[config.mk]
export PLATFORM = sky130hd
export DESIGN_NAME = unit_string_normalizer
export DESIGN_NICKNAME = d
export VERILOG_FILES = /design/src/rtl/core/usn_pkg.sv /design/src/rtl/core/unit_string_normalizer.sv /design/src/rtl/core/usn_step.sv /design/src/rtl/core/usn_outbuf.sv
export SDC_FILE = /design/constraint.sdc
export NUM_CORES = 1
export LEC_CHECK = 0
export ABC_AREA = 1
export BUFFER_PORTS_ARGS = -buffer_cell sky130_fd_sc_hd__buf_2
export CORE_MARGIN = 4
export CORE_UTILIZATION = 40
export CTS_CLUSTER_SIZE = 28
export DETAILED_ROUTE_END_ITERATION = 10
export GPL_TIMING_DRIVEN = 0
export PLACE_DENSITY = 0.7
export SETUP_SLACK_MARGIN = 0.1
export SYNTH_ARGS = -nofsm -noshare
export SYNTH_HDL_FRONTEND = slang
export SYNTH_SLANG_ARGS = --single-unit
[constraint.sdc]
create_clock -name clk_i -period 3 [get_ports clk_i]
set_input_delay 0 -clock clk_i [delete_from_list [all_inputs] [get_ports clk_i]]
set_output_delay 0 -clock clk_i [all_outputs]
set_load 0.005 [all_outputs]
[src/rtl/core/usn_pkg.sv]
// Package for the unit string normalizer: payload types, character codes, state codes.
`timescale 1ns / 1ps
package usn_pkg;

  // Most output bytes that a single input byte can produce.
  localparam int MaxResults = 5;
  localparam int CountW     = $clog2(MaxResults + 1);

  localparam logic [7:0] ChCaret = 8'h5E;
  localparam logic [7:0] ChStar  = 8'h2A;
  localparam logic [7:0] ChSpace = 8'h20;
  localparam logic [7:0] ChSlash = 8'h2F;
  localparam logic [7:0] ChDot   = 8'h2E;

  // Codes of the first-stage pending register.
  localparam logic [2:0] PendNone    = 3'd0;
  localparam logic [2:0] PendStar    = 3'd1;
  localparam logic [2:0] PendSlash   = 3'd2;
  localparam logic [2:0] PendSpDot   = 3'd3;
  localparam logic [2:0] PendSpSlash = 3'd4;

  typedef struct packed {
    logic [7:0] in_char;
    logic       is_last;
  } usn_in_t;

  typedef struct packed {
    logic [7:0] out_char;
    logic       char_valid;
    logic       done_res;
  } usn_out_t;

  typedef struct packed {
    logic [2:0] pend;
    logic       at_start;
    logic       in_run;
    logic       has_slash;
  } usn_state_t;

  localparam usn_state_t StateReset = '{pend: PendNone, at_start: 1'b1,
                                        in_run: 1'b0, has_slash: 1'b0};

endpackage

[src/rtl/core/unit_string_normalizer.sv]
// Unit string normalizer top level.
//
// Input channel in_valid_i / in_ready_o / in_data_i carries one byte of a unit
// string per transfer, with is_last set on its final byte. The output channel
// out_valid_o / out_ready_i / out_data_o carries the normalized bytes; the
// final result of each string has done_res set, and a string that normalizes
// to nothing yields one result with char_valid low and done_res high.
// Each accepted byte produces zero to five results, all computed in the cycle
// of the transfer and written into a result buffer; the first of them is
// offered on the next cycle.
// Throughput is one byte per cycle while each byte yields at most one result
// and out_ready_i stays high. A byte that yields n results occupies the buffer
// until all n have transferred, and the next byte is taken in the cycle its last
// result transfers; the single result port is what limits the rate. A byte that
// yields nothing is loaded like any other and leaves the buffer empty.
// When the receiver stalls, results hold; in_ready_o stays low while more than
// one result is held and follows out_ready_i while one is left. Reset empties
// the buffer and returns the normalizer to the start-of-string state.
`timescale 1ns / 1ps
module unit_string_normalizer (
  input  logic                 clk_i,
  input  logic                 rst_ni,
  input  logic                 in_valid_i,
  output logic                 in_ready_o,
  input  usn_pkg::usn_in_t     in_data_i,
  output logic                 out_valid_o,
  input  logic                 out_ready_i,
  output usn_pkg::usn_out_t    out_data_o
);
  import usn_pkg::*;

  usn_state_t                state_q, state_d, step_state;
  usn_out_t [MaxResults-1:0] burst;
  logic [CountW-1:0]         count;
  logic                      accept;

  assign accept  = in_valid_i && in_ready_o;
  assign state_d = accept ? step_state : state_q;

  usn_step u_step (
    .item_i  (in_data_i),
    .state_i (state_q),
    .state_o (step_state),
    .burst_o (burst),
    .count_o (count)
  );

  usn_outbuf u_outbuf (
    .clk_i       (clk_i),
    .rst_ni      (rst_ni),
    .load_i      (accept),
    .burst_i     (burst),
    .count_i     (count),
    .can_load_o  (in_ready_o),
    .out_valid_o (out_valid_o),
    .out_ready_i (out_ready_i),
    .out_data_o  (out_data_o)
  );

  always_ff @(posedge clk_i or negedge rst_ni) begin
    if (!rst_ni) begin
      state_q <= StateReset;
    end else begin
      state_q <= state_d;
    end
  end

endmodule

[src/rtl/core/usn_step.sv]
// Next-state and result logic for one input byte of the unit string normalizer.
`timescale 1ns / 1ps
module usn_step (
  input  usn_pkg::usn_in_t                              item_i,
  input  usn_pkg::usn_state_t                           state_i,
  output usn_pkg::usn_state_t                           state_o,
  output usn_pkg::usn_out_t [usn_pkg::MaxResults-1:0]   burst_o,
  output logic [usn_pkg::CountW-1:0]                    count_o
);
  import usn_pkg::*;

  typedef struct packed {
    usn_state_t s;
    logic [1:0] n;
    logic [7:0] b0;
    logic [7:0] b1;
  } push_t;

  // Second stage: drop leading dots and fold dot/slash runs.
  function automatic push_t s2_push(usn_state_t s, logic [7:0] c);
    push_t r;
    r.s  = s;
    r.n  = 2'd0;
    r.b0 = c;
    r.b1 = c;
    if (s.at_start) begin
      if (c != ChDot) begin
        r.s.at_start = 1'b0;
        r.n = 2'd1;
      end
    end else if (s.in_run) begin
      if (c == ChDot || c == ChSlash) begin
        if (c == ChSlash) r.s.has_slash = 1'b1;
      end else begin
        r.b0 = s.has_slash ? ChSlash : ChDot;
        r.n = 2'd2;
        r.s.in_run = 1'b0;
        r.s.has_slash = 1'b0;
      end
    end else if (c == ChDot) begin
      r.s.in_run = 1'b1;
      r.s.has_slash = 1'b0;
    end else begin
      r.n = 2'd1;
    end
    return r;
  endfunction

  logic [7:0]            c;
  logic [2:0]            pend;
  logic                  fresh;
  logic [2:0]            slot_v;
  logic [7:0]            slot_c [3];
  usn_state_t            s;
  push_t                 pr;
  logic [7:0]            chars [MaxResults];
  logic [CountW-1:0]     cnt;

  always_comb begin
    c      = item_i.in_char;
    pend   = state_i.pend;
    fresh  = 1'b0;
    slot_v = '0;
    for (int i = 0; i < 3; i++) slot_c[i] = ChDot;

    // First stage: resolve what was pending from the previous byte.
    unique case (state_i.pend) inside
      PendStar: begin
        pend = PendNone;
        if (c != ChStar) begin
          slot_v[0] = 1'b1;
          fresh = 1'b1;
        end
      end
      PendSlash: begin
        pend = PendNone;
        slot_v[0] = 1'b1;
        if (c != ChSlash) begin
          slot_c[0] = ChSlash;
          fresh = 1'b1;
        end
      end
      PendSpDot, PendSpSlash: begin
        if (c == ChSlash) begin
          pend = PendSpSlash;
        end else if (c != ChSpace) begin
          slot_v[0] = 1'b1;
          slot_c[0] = (state_i.pend == PendSpSlash) ? ChSlash : ChDot;
          pend = PendNone;
          fresh = 1'b1;
        end
      end
      default: begin
        pend = PendNone;
        fresh = 1'b1;
      end
    endcase

    if (fresh) begin
      case (c)
        ChCaret: ;
        ChStar:  pend = PendStar;
        ChSpace: pend = PendSpDot;
        ChSlash: pend = PendSlash;
        default: begin
          slot_v[1] = 1'b1;
          slot_c[1] = c;
        end
      endcase
    end

    // End of string flushes whatever the first stage still holds.
    if (item_i.is_last) begin
      case (pend) inside
        PendStar, PendSpDot: slot_v[2] = 1'b1;
        PendSlash, PendSpSlash: begin
          slot_v[2] = 1'b1;
          slot_c[2] = ChSlash;
        end
        default: ;
      endcase
      pend = PendNone;
    end

    s   = state_i;
    cnt = '0;
    for (int k = 0; k < MaxResults; k++) chars[k] = 8'h00;
    for (int i = 0; i < 3; i++) begin
      pr = s2_push(s, slot_c[i]);
      if (slot_v[i]) begin
        s = pr.s;
        if (pr.n != 2'd0 && cnt < CountW'(MaxResults)) begin
          chars[cnt] = pr.b0;
          cnt = cnt + 1'b1;
        end
        if (pr.n == 2'd2 && cnt < CountW'(MaxResults)) begin
          chars[cnt] = pr.b1;
          cnt = cnt + 1'b1;
        end
      end
    end

    if (item_i.is_last) begin
      // A trailing dot run survives only as a slash.
      if (s.in_run && s.has_slash && cnt < CountW'(MaxResults)) begin
        chars[cnt] = ChSlash;
        cnt = cnt + 1'b1;
      end
      s = StateReset;
    end
    s.pend = pend;
    state_o = s;

    for (int k = 0; k < MaxResults; k++) begin
      burst_o[k].out_char   = chars[k];
      burst_o[k].char_valid = 1'b1;
      burst_o[k].done_res   = item_i.is_last && (CountW'(k + 1) == cnt);
    end
    count_o = cnt;
    if (item_i.is_last && cnt == '0) begin
      burst_o[0] = '{out_char: 8'h00, char_valid: 1'b0, done_res: 1'b1};
      count_o = CountW'(1);
    end
  end

endmodule

[src/rtl/core/usn_outbuf.sv]
// Holds one step's bytes and hands out one per cycle while out_ready_i is high.
`timescale 1ns / 1ps
module usn_outbuf (
  input  logic                                          clk_i,
  input  logic                                          rst_ni,
  input  logic                                          load_i,
  input  usn_pkg::usn_out_t [usn_pkg::MaxResults-1:0]   burst_i,
  input  logic [usn_pkg::CountW-1:0]                    count_i,
  output logic                                          can_load_o,
  output logic                                          out_valid_o,
  input  logic                                          out_ready_i,
  output usn_pkg::usn_out_t                             out_data_o
);
  import usn_pkg::*;

  usn_out_t [MaxResults-1:0] buf_q, buf_d;
  logic [CountW-1:0]         rem_q, rem_d;
  logic                      pop;

  assign out_valid_o = (rem_q != '0);
  assign out_data_o  = buf_q[0];
  assign pop         = out_valid_o && out_ready_i;
  // A new burst may enter when empty or when the last held byte leaves in this cycle.
  assign can_load_o  = (rem_q == '0) || (rem_q == CountW'(1) && out_ready_i);

  always_comb begin
    buf_d = buf_q;
    rem_d = rem_q;
    if (load_i) begin
      buf_d = burst_i;
      rem_d = count_i;
    end else if (pop) begin
      buf_d = {buf_q[0], buf_q[MaxResults-1:1]};
      rem_d = rem_q - 1'b1;
    end
  end

  always_ff @(posedge clk_i or negedge rst_ni) begin
    if (!rst_ni) begin
      rem_q <= '0;
    end else begin
      rem_q <= rem_d;
    end
  end

  always_ff @(posedge clk_i) begin
    buf_q <= buf_d;
  end

  a_rem_bound: assert property (@(posedge clk_i) disable iff (!rst_ni)
    rem_q <= CountW'(MaxResults))
    else $error("result buffer holds more than a full burst");

  a_load_free: assert property (@(posedge clk_i) disable iff (!rst_ni)
    load_i |-> can_load_o)
    else $error("burst loaded over bytes not yet transferred");

  a_pop_count: assert property (@(posedge clk_i) disable iff (!rst_ni)
    (pop && !load_i) |=> rem_q == $past(rem_q) - 1'b1)
    else $error("byte count did not drop after a transfer");

  a_done_last: assert property (@(posedge clk_i) disable iff (!rst_ni)
    (out_valid_o && out_data_o.done_res) |-> rem_q == CountW'(1))
    else $error("done marker is not the last byte of its burst");

endmodule
# Word level (Yosys, flattened, before mapping)
# Cells that the tools add are included.
# totals
regBits,59
input_bits,13
out_inout_bits,12
wordCells,251
# op_classes
n_addsub,7
magnitude_cmp,18
n_eq_ne,33
muxes,127
bitwise,9
n_reduce_logical,37
# ops
cell,count
40-bit 2-to-1 mux,12
40-bit bitwise mux,5
8-bit 2-to-1 mux,20
8-bit demux with 3-bit select,6
50-bit 2-to-1 mux,2
3-bit 2-to-1 mux,25
"8-bit by 6-bit == test with 1-bit output, second input constant",9
"8-bit by 6-bit inequality test with 1-bit output, second input constant",6
10-bit 2-to-1 mux,4
1-bit 2-to-1 mux,37
25-bit OR,1
"4-bit greater-or-equal comparator, second input constant",6
"4-bit by 1-bit less-than comparator with 1-bit output, second input constant",6
3-bit inverter with 4-bit output,6
1-bit logical AND,22
"3-bit by 1-bit adder with 3-bit output, second input constant",6
"3-bit less-than comparator, second input constant",6
2-bit 2-to-1 mux,9
8-bit one-hot mux with 2 select lines,1
15-bit AND,1
15-bit inverter,1
"3-bit by 2-bit == test with 1-bit output, second input constant",4
4-bit 2-to-1 mux,3
"3-bit by 1-bit == test with 1-bit output, second input constant",3
15 further kinds,30

# Logic depth before layout (Yosys ltp)
# Gate-level depths: netlist of run 1.
# depth
ltp_word,44
mapped_depth,26
ltp_nobuf,26

# Modules after synthesis
# A second synthesis of run 1 with hierarchy kept.
# unflattened
hier_cells,549
area_unflattened_um2,4226.6
# modules_own_cells
mod,n_inst,cells_each,area_each_um2,seq_area_each_um2
usn_outbuf,1,253,2462.4,1576.5
usn_step,1,270,1527.7,0.0
unit_string_normalizer,1,26,236.5,151.4

# Least setup slack after synthesis of run 1
# OpenSTA, ideal clock, no wires.
# synth_path
path_type,register -> register
start,register state_q[4] (netlist bit)
end,register u_outbuf.buf_q (netlist bit u_outbuf.out_data_o[1]) (data pin)
setup_time_ps,257
t_arrival_ps,2960
t_required_ps,2743
slack_ps,-216
path_stages_with_launch,20
path_buffers,0
synth_period_minus_slack_ps,3216
path_cell_list,dfrtp_1 o21ai_0 nand2_1 inv_1 nand3_1 nand3_1 nand2_1 nand2_1 nand2_1 nand2_1 xor2_1 inv_1 ha_1 a31oi_2 inv_1 ha_1 a41oi_1 nand4_4 nand2_4 o21ai_2
# synth_rtl
item,line,text
from (decl),unit_string_normalizer.sv:32,"usn_state_t state_q, state_d, step_state;"
from (signal assigned),unit_string_normalizer.sv:62,state_q <= StateReset;
from (signal assigned),unit_string_normalizer.sv:64,state_q <= state_d;
to (signal assigned),usn_outbuf.sv:47,buf_q <= buf_d;
to (decl),usn_outbuf.sv:16,"usn_out_t [MaxResults-1:0] buf_q, buf_d;"

==> summary.txt, run 1 <==
status -> finished, violations left
failing checks -> setup timing
area leader, netlist -> edfxtp_1
flops & latches, synth -> 59
vias in the first global route -> 3209
worst path arrival time -> 3.16 ns
sequential element share of the synthesized area -> 44.40%
Antenna Cells -> 0
crit path cell chain -> buf_4, nand3_2, inv_1, nand2_2, nand3_2, nand2_2, nand2_2, nand2_2, nand2_4, xor2_2, inv_1, ha_4, a31oi_4, inv_2, ha_4, inv_2, nand3_2, nand2_4, nand4_4, nand2_8, o21ai_2
Worst Skew -> 0.005881 ns
clk_lat worst skew -> 0.34 ns
die area -> 11130 um2
final std cells w/o fill -> 662
Max IR drop VDD -> 0.3251 mV
synthesized instance count -> 471
most frequent CP cell -> nand2_2
CP endpoint kind -> register
initial antenna violation count -> 0
slowest cell on the critical path -> dfrtp_2
Initial Util -> 41.14%
slew at the pin closest to its max-slew limit -> 0.6570 ns
IO buf count -> 23
hold crit path type -> input pin to async pin
Final Critical Period -> 3.075 ns
initial detailed-routing violation count -> 267
reg-to-reg startpoint -> state_q[3]
GRT overflow -> 0
CTS Buf Count -> 9
gpl congestion -> 0.9083
IO Count -> 25
layout cells sized above 1 -> 28.33%
Levels on crit path -> 21
worst setup path startpoint -> state_q[3]
Die Span X -> 105.5 um
Synth warnings -> 0
Final TNS setup -> -0.5774 ns
relative slew slack -> 56.20%
filler cell count -> 888
CP max FO -> 7
Mapped Avg Cell Area -> 8.070 um2
PD cells -> 881.4 nW/um2
DRC viols -> 0
routed via count -> 3452
post-layout total power -> 4.090 mW
Core Util, Final -> 50.22%
synth unique cells -> 43
CP endpoint -> u_outbuf.out_data_o[9]
core area -> 9240 um2
Max-Cap Viols -> 0
first-pass GRT wire length -> 15680 um
CTS clk-pin slew, worst paths -> 0.07 ns
cell area after synthesis -> 3801 um2
max-slew violations -> 0
final setup margin -> -0.07489 ns
final-report hold violation count -> 0
Critical path buffers and inverters -> 5
Post-Syn Nets -> 491
drt via density -> 5.215
Avg WL per Cell -> 14.73 um
Yosys top cell area share -> 36.34%
number of flops mapped to enable cells by yosys -> 46
Final setup viols -> 9
All-Layer GR Usage -> 17.54%
largest cells by area after synthesis -> edfxtp_1 36%, nand2_1 12%, nand3_1 6.2%
Setup Crit Path Kind -> register to register
htree depth -> 3
# rows -> 35
part of the cycle the worst path needs -> 102.5%
largest net degree at the start of global routing -> 33
drt total wl -> 9754 um
Worst path max stage delay -> 0.45 ns
CTS tree -> built
CTS Buffer Depth -> 2
R2R cell count -> 21
root buf cell -> clkbuf_8
RSZ-0062 raised after global routing -> true
Fmax achieved -> 325.2 MHz
# clock sinks -> 59
Die Ht -> 105.5 um
DP Wirelength -> 7097 um
Placed Cells -> 624
P_leak -> 2.115 nW
crit-path leading delay family -> simple AND/OR/NAND/NOR gates
router iterations before antenna repair -> 5
Top FF cell, synth -> edfxtp_1
R2R Setup Slk -> -0.07 ns
Req. time, crit path -> 3.09 ns
Reg-to-Reg End -> u_outbuf.out_data_o[9]
Post-synth ARST share -> 15.25%
Worst setup SP type -> register
area delta synth->final -> 22.09%
Post-DRT Antenna Nets -> 0
Final nets -> 548
-- cell type report --
class / count / area (um2) / area share (%)
repair buffers: 46 / 302.8 / 6.525
inverters: 57 / 216.5 / 4.664
multi-input cells: 331 / 1932 / 41.63
well taps: 129 / 161.4 / 3.478
clock inverters: 6 / 56.30 / 1.213
plain buffers: 24 / 153.9 / 3.316
flip-flops and latches: 59 / 1690 / 36.42
clock buffers: 10 / 127.6 / 2.750
-- metal layers --
| metal | vias up | GRT usage (%) | wire length [um] |
|---|---|---|---|
| met5 | - | 0 | 0 |
| met4 | 0 | 3.655 | 155 |
| met3 | 21 | 4.225 | 758 |
| met2 | 131 | 30.24 | 4662 |
| met1 | 1609 | 22.36 | 4177 |
| li1 | 1691 | - | - |
-- worst min-delay path by stage --
| stage | from | endpoint | slack [ns] | cells after the start |
|---|---|---|---|---|
| final | rst_ni | state_q[0] | 0.04 | 2 |
| after global routing | rst_ni | state_q[5] | 0.08 | 2 |
| after CTS | rst_ni | state_q[5] | 0.05 | 2 |
| after detailed placement | rst_ni | state_q[5] | -0.14 | 1 |
| after global placement | rst_ni | state_q[5] | -0.14 | 1 |
| after floorplan | rst_ni | state_q[0] | -0.30 | 0 |
-- layout by cell type (no fill, tap or decap), types with 3 or more instances in the layout --
cell type,instances
inv_2,8
nor2_1,35
o22ai_1,3
o21ai_0,25
buf_2,25
nand4_1,3
dfrtp_1,6
o21ai_1,5
edfxtp_1,46
nand3_2,12
dfxtp_1,4
nand2_1,116
nor2_4,4
o21ai_2,6
nand2_2,18
a32oi_1,4
buf_6,3
nand2_4,3
a21oi_1,13
ha_1,5
clkbuf_1,9
inv_1,48
a22oi_1,7
nand3_1,38
o31ai_1,4
buf_4,31
nor2_2,5
clkinv_2,3
clkbuf_8,9
-- sequential cells by signal, indices dropped and copies added (netlist names) --
register and count:
state_q 6, u_outbuf.buf_q 40, u_outbuf.out_data_o 10, u_outbuf.rem_q 3
-- report_power, final --
| part | switching (mW) | internal (mW) |
|---|---|---|
| Clock | 0.312 | 0.376 |
| Sequential | 0.166 | 1.41 |
| Combinational | 1.14 | 0.692 |
-- cells by family after synthesis --
| group | synth area share, % |
|---|---|
| simple gates | 29.30 |
| compound gates | 13.56 |
| buf+inv | 9.710 |
| flops | 44.40 |
| fa+ha+maj | 2.304 |
| xor+xnor | 0.4609 |
| mux | 0.2633 |
-- Yosys cell counts (5+ instances only) --
cell and number:
nand2_1 124, inv_1 55, nand3_1 47, edfxtp_1 46, nor2_1 37, o21ai_0 26
a21oi_1 14, nand2_2 11, buf_4 10, clkbuf_1 9, a22oi_1 8, dfrtp_1 8
ha_1 7, o21ai_2 7, o21ai_1 5
-- worst register-to-register path: cells and delay by family, from the launching register on --
family,cells,cell delay [ns]
AND/OR/NAND/NOR,11,1.11
flip-flops,1,0.45
buffers and inverters,5,0.43
adder cells (fa/ha/maj),2,0.43
AO/OA/AOI/OAI,2,0.22
XOR/XNOR,1,0.18
-- per-stage QoR --
stage          hold slack, ns  setup WS (ns)  area (um2)
6_report              0.03513       -0.07489        4641
5_1_grt               0.07780        -0.2055        4641
4_1_cts               0.04723        0.01586        4572
3_5_place_dp          -0.1422        -0.4401        4125
3_3_place_gp          -0.1426        -0.3671        4105
2_1_floorplan         -0.2956       -0.01965        3829
-- what timing repair did --
| item | CTS | global route |
|---|---|---|
| resized for setup | 25 | 12 |
| buffers inserted | 18 | 3 |
| endpoints found under the hold margin | 9 | 0 |
| hold buffers | 1 | 0 |
| pin swaps | 12 | 11 |
| setup endpoints to repair | 27 | 27 |
(Power assumes the default switching activity.)
==> inputs of run 2 (changes only) <==
--- a/config.mk
+++ b/config.mk
@@ -12,8 +12,9 @@
 export CTS_CLUSTER_SIZE = 28
 export DETAILED_ROUTE_END_ITERATION = 10
 export GPL_TIMING_DRIVEN = 0
-export PLACE_DENSITY = 0.7
+export PLACE_DENSITY = 0.69
 export SETUP_SLACK_MARGIN = 0.1
 export SYNTH_ARGS = -nofsm -noshare
 export SYNTH_HDL_FRONTEND = slang
+export SYNTH_HIERARCHICAL = 1
 export SYNTH_SLANG_ARGS = --single-unit
==> run 2 against run 1 <==
Against the previous run:
- synthesized area up 11%
- final area is 11% higher
- critical path depth grew 3
- synthesized cell count rose by 17%
- clock power grew 2%
- sequential power grew 4%
- hold slack improved by 0.0037 ns
- combinational power shrank 21%
- global-route usage increased by 0.058 points
- the run still ends with setup timing left
- highest routed layer unchanged
- fmax is 1.6% higher
- die area increased by 10%
- via count increased by 8.8%
==> summary.txt, run 2 <==
status -> finished, violations left
failing checks -> setup timing
largest cells by area after synthesis -> edfxtp_1 36%, nand2_1 19%, dfrtp_1 4.7%
cell area after synthesis -> 4227 um2
final setup margin -> -0.02697 ns
# clock sinks -> 59
Int Power -> 2.410 mW
sequential element share of the synthesized area -> 40.88%
final-report hold violation count -> 0
GRT overflow -> 0
IO buf count -> 24
largest reg by FF count -> u_outbuf/buf_q
top-count cell post-synth -> nand2_1
CTS Buf Count -> 9
core area -> 10320 um2
Initial Util -> 40.94%
IO Count -> 25
part of the cycle the worst path needs -> 100.9%
DRC viols -> 0
slew at the pin closest to its max-slew limit -> 0.7307 ns
max reg flops -> 40
CTS tree -> built
CP endpoint kind -> register
vias in the first global route -> 3576
DP Wirelength -> 7068 um
Die Span X -> 110.8 um
flops & latches, synth -> 59
Post-DRT Antenna Nets -> 0
Synth warnings -> 6
Final Critical Period -> 3.027 ns
most frequent cells in the layout -> 208 x nand2_1, 50 x edfxtp_1, 41 x buf_4, 41 x nor2_1, 29 x buf_2
RSZ-0062 raised after global routing -> true
initial antenna violation count -> 0
PD cells -> 732.9 nW/um2
# rows -> 37
Req. time, crit path -> 3.10 ns
Worst Skew -> 0.007007 ns
largest net degree at the start of global routing -> 56
drt via density -> 4.954
clk_lat worst skew -> 0.34 ns
synth unique cells -> 37
layout cells sized above 1 -> 33.76%
most common cell after layout, fill and taps aside -> nand2_1
worst path arrival time -> 3.13 ns
Place WS -> -0.2507 ns
Top FF cell, synth -> edfxtp_1
P_leak -> 2.459 nW
Worst path max stage delay -> 0.45 ns
Final nets -> 637
final std cells w/o fill -> 758
All-Layer GR Usage -> 17.60%
Placed Cells -> 719
Max-Cap Viols -> 0
Mapped Avg Cell Area -> 7.699 um2
number of flops mapped to enable cells by yosys -> 50
Critical path buffers and inverters -> 4
max-slew violations -> 0
most frequent CP cell -> nand2_4
hold crit path type -> input pin to async pin
relative slew slack -> 51.29%
synthesized instance count -> 549
die area -> 12270 um2
CTS clk-pin slew, worst paths -> 0.07 ns
Max IR drop VDD -> 0.3011 mV
area leader, netlist -> edfxtp_1
Avg WL per Cell -> 14.08 um
synth cell count leaders -> 215 x nand2_1, 50 x edfxtp_1, 42 x nor2_1
slowest cell on the critical path -> dfrtp_2
htree depth -> 3
Sw Ratio -> 36.30%
Clock Power Share -> 18.6%
gpl congestion -> 0.9440
drt total wl -> 10670 um
Final setup viols -> 5
CTS Buffer Depth -> 2
Post-synth ARST share -> 15.25%
routed via count -> 3755
crit-path leading delay family -> simple AND/OR/NAND/NOR gates
Fmax achieved -> 330.4 MHz
crit path cell chain -> buf_4, nand3_4, nand2_2, inv_2, nor2_4, nor2_2, nor2_2, nor2_4, o21ai_2, or2_4, nand2_4, inv_2, ha_4, nand2_4, nand2_4, ha_4, inv_4, nand3_2, nand2_2, nand2_4, nor2_8, nor2_4, nand2_1, nand2_1
Yosys top cell area share -> 35.52%
Die Ht -> 110.8 um
first-pass GRT wire length -> 17390 um
CP max FO -> 5
Psw -> 1.373 mW
sequential power share -> 43.2%
area delta synth->final -> 22.11%
Setup Crit Path Kind -> register to register
initial detailed-routing violation count -> 351
combinational share of power -> 38.2%
router iterations before antenna repair -> 6
Antenna Cells -> 0
root buf cell -> clkbuf_8
Worst setup SP type -> register
-- run 2: changes by cell type after synthesis, sizes merged, moves of 9 or more --
cell	previous run	this run
o21ai	38	29
nand2	138	243
nand3	52	33
nor2	44	64
buf	15	34
a21oi	15	3
-- run 2: path summary, 6_finish.rpt --
check,startpoint,slack (ns),depth (start not counted),to
max,state_q[3],-0.03,24,u_outbuf/out_data_o[3]
min,rst_ni,0.04,2,state_q[5]
max reg2reg,state_q[3],-0.03,24,u_outbuf/out_data_o[3]
min reg2reg,state_q[0],0.50,2,state_q[0]
max in group asynchronous,rst_ni,2.71,2,state_q[2]
min in group clk_i,in_data_i[8],0.14,5,u_outbuf/out_data_o[9]
-- run 2: power by group through the flow --
stage                     sequential, mW  combinational [mW]  clock, mW
after global routing                1.68                1.63      0.758
after detailed placement            1.66                1.41          0
after floorplan                     1.61                1.01          0
final                               1.63                1.44      0.704
after global placement              1.64                1.36          0
after CTS                           1.64                1.43      0.723
-- run 2: area by class of cell --
| type | count | area [um2] |
|---|---|---|
| buffer | 35 | 275.3 |
| clock buffer | 10 | 127.6 |
| clock inverter | 6 | 56.30 |
| fill | 952 | 5162 |
| inverter | 55 | 222.7 |
| multi-input combinational | 411 | 2277 |
| sequential | 59 | 1732 |
| tap | 136 | 170.2 |
| timing repair buffer | 46 | 300.3 |
-- run 2: layer usage --
metal	up-vias	routed length (um)	GRT usage, %
met2	129	5160	29.57
met3	26	612	3.493
met4	0	184	6.486
met5	-	0	0
li1	1848	-	-
met1	1752	4716	22.41
-- run 2: logic make-up (layout without fill, tap and decap cells) --
| logic type | count (synthesis) | count (layout) | synth area share [%] |
|---|---|---|---|
| DFF | 59 | 59 | 40.88 |
| muxes | 1 | 1 | 0.5328 |
| other | 2 | 12 | 0.1777 |
| buffers and inverters | 90 | 152 | 11.52 |
| adders and majority gates | 7 | 7 | 2.072 |
| and+or+nand+nor | 350 | 351 | 39.55 |
| AOI/OAI and AO/OA | 40 | 40 | 5.269 |
-- run 2: per-stage QoR --
step	hold slack, ns	instance area (um2)	total power [mW]	setup TNS (ns)	util (%)
3_3_place_gp	-0.1417	4599	2.999	-1.639	44.55
3_5_place_dp	-0.1322	4599	3.065	-2.660	44.55
2_1_floorplan	-0.2956	4309	2.619	0	-
5_1_grt	0.06983	5161	4.065	-2.170	49.99
4_1_cts	0.03462	4985	3.801	0	48.29
6_report	0.03879	5161	3.783	-0.09391	49.99
-- run 2: what timing repair did --
action	CTS	global route
setup endpoints to repair	27	66
gates cloned	1	0
pin swaps	29	22
endpoints found under the hold margin	16	0
hold buffers	3	0
setup buffers	11	8
gates resized for setup	25	37
==> inputs of run 3 (changes only) <==
--- a/config.mk
+++ b/config.mk
@@ -11,10 +11,10 @@
 export CORE_UTILIZATION = 40
 export CTS_CLUSTER_SIZE = 28
 export DETAILED_ROUTE_END_ITERATION = 10
-export GPL_TIMING_DRIVEN = 0
-export PLACE_DENSITY = 0.69
+export GPL_TIMING_DRIVEN = 1
 export SETUP_SLACK_MARGIN = 0.1
 export SYNTH_ARGS = -nofsm -noshare
 export SYNTH_HDL_FRONTEND = slang
 export SYNTH_HIERARCHICAL = 1
 export SYNTH_SLANG_ARGS = --single-unit
+export TNS_END_PERCENT = 1
==> run 3 against run 2 <==
Against the previous run:
- the flow still finishes with violations (setup timing)
- non-clock buffer count fell by 24
- combinational power fell by 16%
- core utilization fell by 2.8 points
- sequential power barely moved
- cell count fell by 3.2%
- count of clock-buffer cells in the layout fell by 1
- largest power group unchanged
- highest routed layer unchanged
==> summary.txt, run 3 (synthesis results as in run 2) <==
status -> finished, violations left
failing checks -> setup timing
Placed Cells -> 711
final-report hold violation count -> 0
footprint of the multi-input gates -> 2173 um2
Psw -> 1.289 mW
part of the cycle the worst path needs -> 101.5%
final setup margin -> -0.04511 ns
combinational share of power -> 34.0%
RSZ-0062 raised after global routing -> true
Int Power -> 2.279 mW
drt total wl -> 9277 um
most common cell after layout, fill and taps aside -> nand2_1
# rows -> 37
drt via density -> 4.673
DP Area -> 4539 um2
Initial Util -> 40.94%
IO buf count -> 24
CTS Buf Count -> 9
router iterations before antenna repair -> 5
Fmax achieved -> 328.4 MHz
initial detailed-routing violation count -> 214
GRT overflow -> 0
Die Ht -> 110.8 um
Req. time, crit path -> 3.10 ns
Post-DRT Antenna Nets -> 0
Max IR drop VDD -> 0.3989 mV
routed via count -> 3430
CTS Buffer Depth -> 2
htree depth -> 3
slew at the pin closest to its max-slew limit -> 0.5512 ns
hold crit path type -> input pin to async pin
slowest cell on the critical path -> dfrtp_2
Die Span X -> 110.8 um
DP Wirelength -> 6534 um
CTS clk-pin slew, worst paths -> 0.07 ns
die area -> 12270 um2
sequential power share -> 45.7%
max reg flops -> 40
Setup Crit Path Kind -> register to register
register area -> 1732 um2
core area -> 10320 um2
P_leak -> 2.328 nW
Worst path max stage delay -> 0.44 ns
M1 wire length -> 4548 um
area delta synth->final -> 15.19%
max-slew violations -> 0
highest metal layer with signal wires -> met4
layout cells sized above 1 -> 28.76%
Sw Ratio -> 36.13%
Final nets -> 613
Avg WL per Cell -> 12.64 um
DRC viols -> 0
first-pass GRT wire length -> 15600 um
IO Count -> 25
Final setup viols -> 10
root buf cell -> clkbuf_8
All-Layer GR Usage -> 15.31%
post-layout total power -> 3.568 mW
post-layout instance area -> 4868 um2
# clock sinks -> 59
most frequent cells in the layout -> 213 x nand2_1, 50 x edfxtp_1, 41 x nor2_1
worst path arrival time -> 3.14 ns
largest net degree at the start of global routing -> 56
DR WL met3 -> 331 um
initial antenna violation count -> 0
final std cells w/o fill -> 734
CP max FO -> 6
filler cell count -> 1050
Max-Cap Viols -> 0
gpl congestion -> 0.8773
met2 WL post-DR -> 4311 um
CP endpoint kind -> register
Antenna Cells -> 0
vias in the first global route -> 3249
CTS tree -> built
largest reg by FF count -> u_outbuf/buf_q
PD cells -> 733.0 nW/um2
most frequent CP cell -> nor2_4
Clock Power Share -> 20.3%
Worst Skew -> 0.005484 ns
Worst setup SP type -> register
Final TNS setup -> -0.3353 ns
Final Critical Period -> 3.045 ns
clk_lat worst skew -> 0.34 ns
crit path cell chain -> inv_1, nand3_2, nand2_1, inv_2, nor2_4, nor2_4, nor2_4, nor2_4, o21ai_2, or2_4, nand2_4, inv_2, ha_4, nand2_4, nand2_4, ha_4, inv_4, nand3_2, nand2_2, nand2_4, nor2_4, nor2_2, nand2_1, nand2_1
relative slew slack -> 63.25%
## run 3: layout make-up
class	instances	area share, %
Tap cell	136	3.495
Clock inverter	7	1.388
Multi-Input combinational cell	411	44.64
Clock buffer	9	2.544
Sequential cell	59	35.57
Timing Repair Buffer	57	7.967
Inverter	55	4.395
## run 3: worst max-delay path, delay by kind of cell (launching register included)
family | cells | cell delay (ns)
buffers and inverters | 4 | 0.26
and+or+nand+nor | 17 | 1.52
AOI/OAI and AO/OA | 1 | 0.09
DFF | 1 | 0.44
adders and majority gates | 2 | 0.47
## run 3: what timing repair did
item | CTS | global route
resized for setup | 8 | 14
pin swaps | 13 | 16
setup endpoints to repair | 19 | 27
gates cloned | 1 | 0
setup buffers | 3 | 0
endpoints found under the hold margin | 16 | 0
hold buffers | 3 | 0
## run 3: layer usage
metal / global-route usage [%] / up-vias
met4: 2.956 / 0
met3: 3.603 / 7
li1: - / 1798
met2: 24.47 / 62
met1: 21.32 / 1563
met5: 0 / -
## run 3: path summary, 6_finish.rpt
path | startpoint | to | slack [ns] | cells after the start
worst min register to register | state_q[2] | state_q[2] | 0.50 | 2
worst max register to register | state_q[5] | u_outbuf/out_data_o[7] | -0.05 | 24
worst min-delay path | rst_ni | state_q[1] | 0.04 | 2
worst max-delay path | state_q[5] | u_outbuf/out_data_o[7] | -0.05 | 24
min in group clk_i | in_data_i[7] | u_outbuf/buf_q[28] | 0.15 | 5
max in group asynchronous | rst_ni | state_q[2] | 2.71 | 2
## run 3: power groups by stage
stage	clock, mW	combinational (mW)	sequential [mW]
2_1_floorplan	0	1.00	1.61
5_1_grt	0.791	1.40	1.67
4_1_cts	0.746	1.23	1.64
3_5_place_dp	0	1.22	1.65
3_3_place_gp	0	1.20	1.64
6_report	0.725	1.21	1.63
## run 3: per-stage QoR
stage / util, % / hold slack [ns] / setup WS, ns
finish: 47.16 / 0.04096 / -0.04511
global route: 47.16 / 0.05007 / -0.2320
global placement: 43.97 / -0.1354 / -0.03543
floorplan: - / -0.2956 / 0.09073
detailed placement: 43.97 / -0.1358 / -0.09281
CTS: 46.60 / 0.03225 / -0.003517
